$ cat src/rtl/rrac_pkg.sv
`timescale 1ns / 1ps
package rrac_pkg;

  localparam int ROUNDS_DEF = 5;
  localparam int RCON_W     = 4;
  localparam int KEY_W      = 64;
  localparam int BLK_W      = 128;

  // register indexes of the config port
  localparam logic [0:0] REG_KEY_HI = 1'b0;
  localparam logic [0:0] REG_KEY_LO = 1'b1;

  typedef enum logic [3:0] {
    OP_HOLD,
    OP_LOAD_ENC,
    OP_LOAD_DEC,
    OP_ENC_RND,
    OP_ENC_LAST,
    OP_KEY_FWD,
    OP_DEC_INIT,
    OP_DEC_RND,
    OP_DEC_LAST
  } dp_op_t;

  typedef struct packed {
    dp_op_t              op;
    logic [RCON_W-1:0]   rcon_idx;
  } rrac_cmd_t;

  localparam logic [7:0] SBOX [256] = '{
    8'h63, 8'h7c, 8'h77, 8'h7b, 8'hf2, 8'h6b, 8'h6f, 8'hc5,
    8'h30, 8'h01, 8'h67, 8'h2b, 8'hfe, 8'hd7, 8'hab, 8'h76,
    8'hca, 8'h82, 8'hc9, 8'h7d, 8'hfa, 8'h59, 8'h47, 8'hf0,
    8'had, 8'hd4, 8'ha2, 8'haf, 8'h9c, 8'ha4, 8'h72, 8'hc0,
    8'hb7, 8'hfd, 8'h93, 8'h26, 8'h36, 8'h3f, 8'hf7, 8'hcc,
    8'h34, 8'ha5, 8'he5, 8'hf1, 8'h71, 8'hd8, 8'h31, 8'h15,
    8'h04, 8'hc7, 8'h23, 8'hc3, 8'h18, 8'h96, 8'h05, 8'h9a,
    8'h07, 8'h12, 8'h80, 8'he2, 8'heb, 8'h27, 8'hb2, 8'h75,
    8'h09, 8'h83, 8'h2c, 8'h1a, 8'h1b, 8'h6e, 8'h5a, 8'ha0,
    8'h52, 8'h3b, 8'hd6, 8'hb3, 8'h29, 8'he3, 8'h2f, 8'h84,
    8'h53, 8'hd1, 8'h00, 8'hed, 8'h20, 8'hfc, 8'hb1, 8'h5b,
    8'h6a, 8'hcb, 8'hbe, 8'h39, 8'h4a, 8'h4c, 8'h58, 8'hcf,
    8'hd0, 8'hef, 8'haa, 8'hfb, 8'h43, 8'h4d, 8'h33, 8'h85,
    8'h45, 8'hf9, 8'h02, 8'h7f, 8'h50, 8'h3c, 8'h9f, 8'ha8,
    8'h51, 8'ha3, 8'h40, 8'h8f, 8'h92, 8'h9d, 8'h38, 8'hf5,
    8'hbc, 8'hb6, 8'hda, 8'h21, 8'h10, 8'hff, 8'hf3, 8'hd2,
    8'hcd, 8'h0c, 8'h13, 8'hec, 8'h5f, 8'h97, 8'h44, 8'h17,
    8'hc4, 8'ha7, 8'h7e, 8'h3d, 8'h64, 8'h5d, 8'h19, 8'h73,
    8'h60, 8'h81, 8'h4f, 8'hdc, 8'h22, 8'h2a, 8'h90, 8'h88,
    8'h46, 8'hee, 8'hb8, 8'h14, 8'hde, 8'h5e, 8'h0b, 8'hdb,
    8'he0, 8'h32, 8'h3a, 8'h0a, 8'h49, 8'h06, 8'h24, 8'h5c,
    8'hc2, 8'hd3, 8'hac, 8'h62, 8'h91, 8'h95, 8'he4, 8'h79,
    8'he7, 8'hc8, 8'h37, 8'h6d, 8'h8d, 8'hd5, 8'h4e, 8'ha9,
    8'h6c, 8'h56, 8'hf4, 8'hea, 8'h65, 8'h7a, 8'hae, 8'h08,
    8'hba, 8'h78, 8'h25, 8'h2e, 8'h1c, 8'ha6, 8'hb4, 8'hc6,
    8'he8, 8'hdd, 8'h74, 8'h1f, 8'h4b, 8'hbd, 8'h8b, 8'h8a,
    8'h70, 8'h3e, 8'hb5, 8'h66, 8'h48, 8'h03, 8'hf6, 8'h0e,
    8'h61, 8'h35, 8'h57, 8'hb9, 8'h86, 8'hc1, 8'h1d, 8'h9e,
    8'he1, 8'hf8, 8'h98, 8'h11, 8'h69, 8'hd9, 8'h8e, 8'h94,
    8'h9b, 8'h1e, 8'h87, 8'he9, 8'hce, 8'h55, 8'h28, 8'hdf,
    8'h8c, 8'ha1, 8'h89, 8'h0d, 8'hbf, 8'he6, 8'h42, 8'h68,
    8'h41, 8'h99, 8'h2d, 8'h0f, 8'hb0, 8'h54, 8'hbb, 8'h16
  };

  function automatic logic [7:0] rcon(input logic [RCON_W-1:0] idx);
    logic [7:0] v;
    case (idx)
      4'd1:    v = 8'h01;
      4'd2:    v = 8'h02;
      4'd3:    v = 8'h04;
      4'd4:    v = 8'h08;
      4'd5:    v = 8'h10;
      4'd6:    v = 8'h20;
      4'd7:    v = 8'h40;
      4'd8:    v = 8'h80;
      4'd9:    v = 8'h1b;
      4'd10:   v = 8'h36;
      default: v = 8'h00;
    endcase
    return v;
  endfunction

endpackage

$ cat src/rtl/rrac_ctrl.sv
`timescale 1ns / 1ps
module rrac_ctrl #(
  parameter int ROUNDS = rrac_pkg::ROUNDS_DEF
) (
  input  logic               clk,
  input  logic               rst_n,
  input  logic               start,
  input  logic               func,
  output logic               busy,
  output logic               done,
  output rrac_pkg::rrac_cmd_t cmd
);

  localparam int CW = $clog2(ROUNDS + 2);
  localparam logic [CW-1:0] LAST_RND = CW'(ROUNDS);

  typedef enum logic [5:0] {
    S_IDLE  = 6'b000001,
    S_ENC   = 6'b000010,
    S_EXP   = 6'b000100,
    S_DINIT = 6'b001000,
    S_DRND  = 6'b010000,
    S_DLAST = 6'b100000
  } state_t;

  state_t        state_r, state_nxt;
  logic [CW-1:0] cnt_r, cnt_nxt;
  logic          done_r, done_nxt;

  always_comb begin
    state_nxt    = state_r;
    cnt_nxt      = cnt_r;
    done_nxt     = 1'b0;
    cmd.op       = rrac_pkg::OP_HOLD;
    cmd.rcon_idx = rrac_pkg::RCON_W'(cnt_r);
    case (state_r)
      S_IDLE: begin
        if (start) begin
          cnt_nxt   = CW'(1);
          cmd.op    = func ? rrac_pkg::OP_LOAD_DEC : rrac_pkg::OP_LOAD_ENC;
          state_nxt = func ? S_EXP : S_ENC;
        end
      end
      S_ENC: begin
        if (cnt_r == LAST_RND) begin
          cmd.op    = rrac_pkg::OP_ENC_LAST;
          done_nxt  = 1'b1;
          state_nxt = S_IDLE;
        end else begin
          cmd.op  = rrac_pkg::OP_ENC_RND;
          cnt_nxt = cnt_r + CW'(1);
        end
      end
      S_EXP: begin
        // run the schedule forward up to the last round key
        cmd.op = rrac_pkg::OP_KEY_FWD;
        if (cnt_r == LAST_RND) state_nxt = S_DINIT;
        else cnt_nxt = cnt_r + CW'(1);
      end
      S_DINIT: begin
        cmd.op    = rrac_pkg::OP_DEC_INIT;
        state_nxt = (cnt_r == CW'(1)) ? S_DLAST : S_DRND;
      end
      S_DRND: begin
        // undoes key cnt, applies key cnt-1
        cmd.op  = rrac_pkg::OP_DEC_RND;
        cnt_nxt = cnt_r - CW'(1);
        if (cnt_r == CW'(2)) state_nxt = S_DLAST;
      end
      S_DLAST: begin
        cmd.op    = rrac_pkg::OP_DEC_LAST;
        done_nxt  = 1'b1;
        state_nxt = S_IDLE;
      end
      default: state_nxt = S_IDLE;
    endcase
  end

  always_ff @(posedge clk) begin
    if (!rst_n) begin
      state_r <= S_IDLE;
      cnt_r   <= '0;
      done_r  <= 1'b0;
    end else begin
      state_r <= state_nxt;
      cnt_r   <= cnt_nxt;
      done_r  <= done_nxt;
    end
  end

  assign busy = (state_r != S_IDLE);
  assign done = done_r;

endmodule

$ cat config.mk
export PLATFORM = sky130hd
export DESIGN_NAME = rrac_ctrl
export DESIGN_NICKNAME = d
export VERILOG_FILES = /design/src/rtl/rrac_pkg.sv /design/src/rtl/rrac_ctrl.sv
export SDC_FILE = /design/constraint.sdc
export NUM_CORES = 1
export LEC_CHECK = 0
export BUFFER_PORTS_ARGS = -buffer_cell sky130_fd_sc_hd__buf_2
export CORE_ASPECT_RATIO = 1.4
export CORE_UTILIZATION = 25
export CTS_CLUSTER_DIAMETER = 60
export DETAILED_ROUTE_END_ITERATION = 7
export PLACE_DENSITY = 0.46
export REMOVE_ABC_BUFFERS = 1
export SYNTH_ARGS = -nofsm -noshare
export SYNTH_HDL_FRONTEND = slang
export SYNTH_SLANG_ARGS = --single-unit
$ cat constraint.sdc
create_clock -name clk -period 2.1 [get_ports clk]
set_input_delay 0.42 -clock clk [delete_from_list [all_inputs] [get_ports clk]]
set_output_delay 0.42 -clock clk [all_outputs]
set_load 0.02 [all_outputs]
==> parameters.txt <==
Parameter                              Value

Worst setup path
  Arrival @ worst endpoint ... 1.62 ns
  Total buffers and inverters traversed by the critical path ... 1
  Category of the most critical setup path ... reg2out
  Critical path cell sequence ... or4_4 -> o21a_1 -> o21ai_0 -> buf_2
  Gate family responsible for the most delay along the worst path ... simple AND/OR/NAND/NOR gates
  Maximum fanout count along the critical path ... 8
  Maximum cell stage delay along the critical path ... 0.56 ns
  Required time worst endpoint ... 1.68 ns
  Kind of launch point of the worst setup path ... flip-flop
  Crit path max-delay cell type ... or4_4
  Kind of capture point of the worst setup path ... primary output

GRT
  Sum of overflow across all layers after global routing ... 0
  Wire length of the first global-routing pass ... 3090 µm
  Number of global-route vias before repair ... 673
  GRT Resource Usage Total ... 13.0%
  Antenna violations before repair ... 0
  Largest net degree at the start of global routing ... 11

Placement
  Standard cell area after detailed placement ... 838 µm²
  Number of cells in the design after placement ... 135
  Placed wire-length estimate after detailed placement ... 1490 µm
  Global placement routability congestion ... 0.808
  Minimum setup slack after placement ... 0.282 ns
  Count of input and output buffers ... 12

Timing
  Worst Clk Skew ... 0.00126 ns
  RSZ-0062 raised after global routing ... no
  Period utilization ... 97.1%
  Fin Setup TNS ... 0 ns
  Final critical delay including setup and external delays ... 2.04 ns
  Slack of the critical path ... 0.0617 ns
  Number of hold violations in the final report ... 0
  Max Clk Rate ... 491 MHz
  Final worst hold slack ... 0.464 ns
  Max Slew Vio Count ... 0
  Number of setup violations in the final report ... 0

Yosys
  Synth Area in Adders ... 6.49%
  Post-synthesis async set-or-reset flop share ... 0%
  List of most frequent post-synthesis cells ... dfxtp_1, nand3_1, inv_1, a21oi_1, nor2_1
  Mapped Cells ... 89
  Compound-Gate Fraction of Synth Area ... 18.3%
  Sequential element share of the synthesized area ... 26.0%
  Share of the synthesized netlist area taken by xor and xnor gates ... 2.27%
  Mux share of post-synthesis cell area ... 2.60%
  Yosys warning total ... 0
  Area fraction of the dominant cell type after synthesis ... 26.0%
  Cell type contributing the most total cell area after synthesis ... dfxtp_1
  Leading post-synthesis cells by cell area ... dfxtp_1, ha_1, nand3_1
  Average size of a mapped cell ... 8.66 µm²
  Synth Register Bits ... 10
  Combinational family with the most area after synthesis ... simple AND/OR/NAND/NOR gates
  Distinct cells, synth ... 43
  Most frequently used flop master after synthesis ... dfxtp_1
  Count of flip-flops with a built-in enable after synthesis ... 0
  Basic-gate share of the synthesized area counting and, or, nand and nor cells ... 33.9%
  Total standard cell area after synthesis ... 771 µm²
  Leading cell type by number of instances after synthesis ... dfxtp_1

Detailed routing
  WL final ... 1890 µm
  Number of vias after detailed routing ... 691
  DR iter-0 viols ... 12
  Number of nets still failing antenna checks after routing ... 0
  DRC violations left ... 0
  Drt pass-1 iters ... 3
  Routed len/inst ... 13.5 µm
  Via-to-Cell Ratio ... 4.94

Min path
  Class of the most critical hold timing path ... in2reg

Job
  Max-Cap Viols ... 0

Clock tree
  TritonCTS clock tree ... built
  Num CTS Buffers ... 3
  Number of levels the H-tree was split into ... 1
  Clock root buffer ... clkbuf_8
  Clock transition at the registers of the reported paths ... 0.05 ns
  Clock latency reported for the late side of the worst-skew pair ... 0.25 ns
  Maximum clock path buffer count ... 2
  Clock tree sinks ... 10

Power and ir drop
  Sequential fraction of design power ... 32.6%
  Net switching fraction of the power ... 33.2%
  Leakage power total ... 0.403 nW
  Internal power ... 0.453 mW
  IR Drop Worst-Case VDD ... 0.288 mV
  Overall Power ... 0.679 mW
  Clock network fraction of design power ... 37.7%
  Power density cells ... 750 nW/µm²
  Combinational cell fraction of total power ... 29.7%
  Net switching power ... 0.226 mW

Layout
  Inserted Diodes ... 0
  Layout Utilization ... 31.1%
  Total of fill cells in the finished design ... 318
  Number of nets in the layout ... 112
  Fraction of final layout cells sized beyond drive strength 1 ... 30.1%
  Number of standard cells in the layout, taps in and fillers out ... 140
  Layout Area Growth over Synthesis ... 17.4%
  Area of all placed cells without fillers ... 905 µm²

Die
  Full die area ... 3310 µm²
  IO Count ... 14
  Height of the die ... 67.7 µm
  # rows ... 23
  Chip Width ... 48.9 µm
  Floorplan Core Area ... 2910 µm²
  Initial cell density of the core ... 26.5%

Outcome
  Result of the run ... completed
## routing by layer
metal / global-route usage (%) / vias to the layer above / wire length, µm
met4: 11.0 / 0 / 68
met1: 13.5 / 322 / 824
met2: 22.7 / 11 / 937
met5: 0 / - / 0
li1: - / 353 / -
met3: 2.25 / 5 / 55
## final timing paths
check | start | to | slack (ns) | depth (start not counted)
min reg2reg | cnt_r[0]$_SDFFE_PN0P_ | cnt_r[0]$_SDFFE_PN0P_ | 0.54 | 2
min | func | state_r[2]$_SDFFE_PN0P_ | 0.46 | 3
max reg2reg | state_r[3]$_SDFFE_PN0P_ | cnt_r[1]$_SDFFE_PN0P_ | 0.34 | 5
max | state_r[3]$_SDFFE_PN0P_ | cmd[4] | 0.06 | 4
## power by group through the flow
stage	sequential, mW	combinational (mW)	clock (mW)
after global placement	0.224	0.198	0
after detailed placement	0.224	0.199	0
after CTS	0.220	0.199	0.264
after floorplan	0.233	0.131	0
final	0.221	0.201	0.256
after global routing	0.224	0.221	0.273
## timing repair
item                       4_1_cts  5_1_grt
hold buffers                     0        0
setup endpoints to repair        0        2
gates resized for setup          0        3
buffers inserted                 0        1
## final cells by class
type	instances	area, µm²	area share (%)
clock buffer	4	55.1	6.09
inverter	6	22.5	2.49
multi-input combinational	68	494	54.6
sequential	10	204	22.5
tap	37	46.3	5.12
timing repair buffer	15	82.6	9.13
## layout by cell type, fill, tap and decap left out, types with 4 or more instances in the layout
cell type / netlist / layout
dfxtp_1: 10 / 7
nand3_1: 7 / 7
ha_1: 4 / 4
o21ai_0: 4 / 4
nor2_1: 5 / 5
clkbuf_8: 0 / 4
a21oi_1: 5 / 5
buf_2: 0 / 12
inv_1: 6 / 6
nand2_1: 4 / 4
## flip-flops by register name, indices dropped and copies added (netlist names)
| name | flops |
|---|---|
| cnt_r | 3 |
| done | 1 |
| state_r | 6 |
## kinds of logic after synthesis
group | after synthesis
xor gates and xnor gates | 2
adders and majority gates | 4
AOI/OAI and AO/OA | 20
and+or+nand+nor | 39
buffers and inverters | 11
other | 1
muxes | 2
DFF | 10
## worst register-to-register path, cell delays in order, from the launching register on
cell and delay (ns):
dfxtp_2 0.36, or4_4 0.56, buf_4 0.16, nor3_1 0.26, a31oi_1 0.07, o2111a_1 0.23
(Power assumes the default switching activity.)
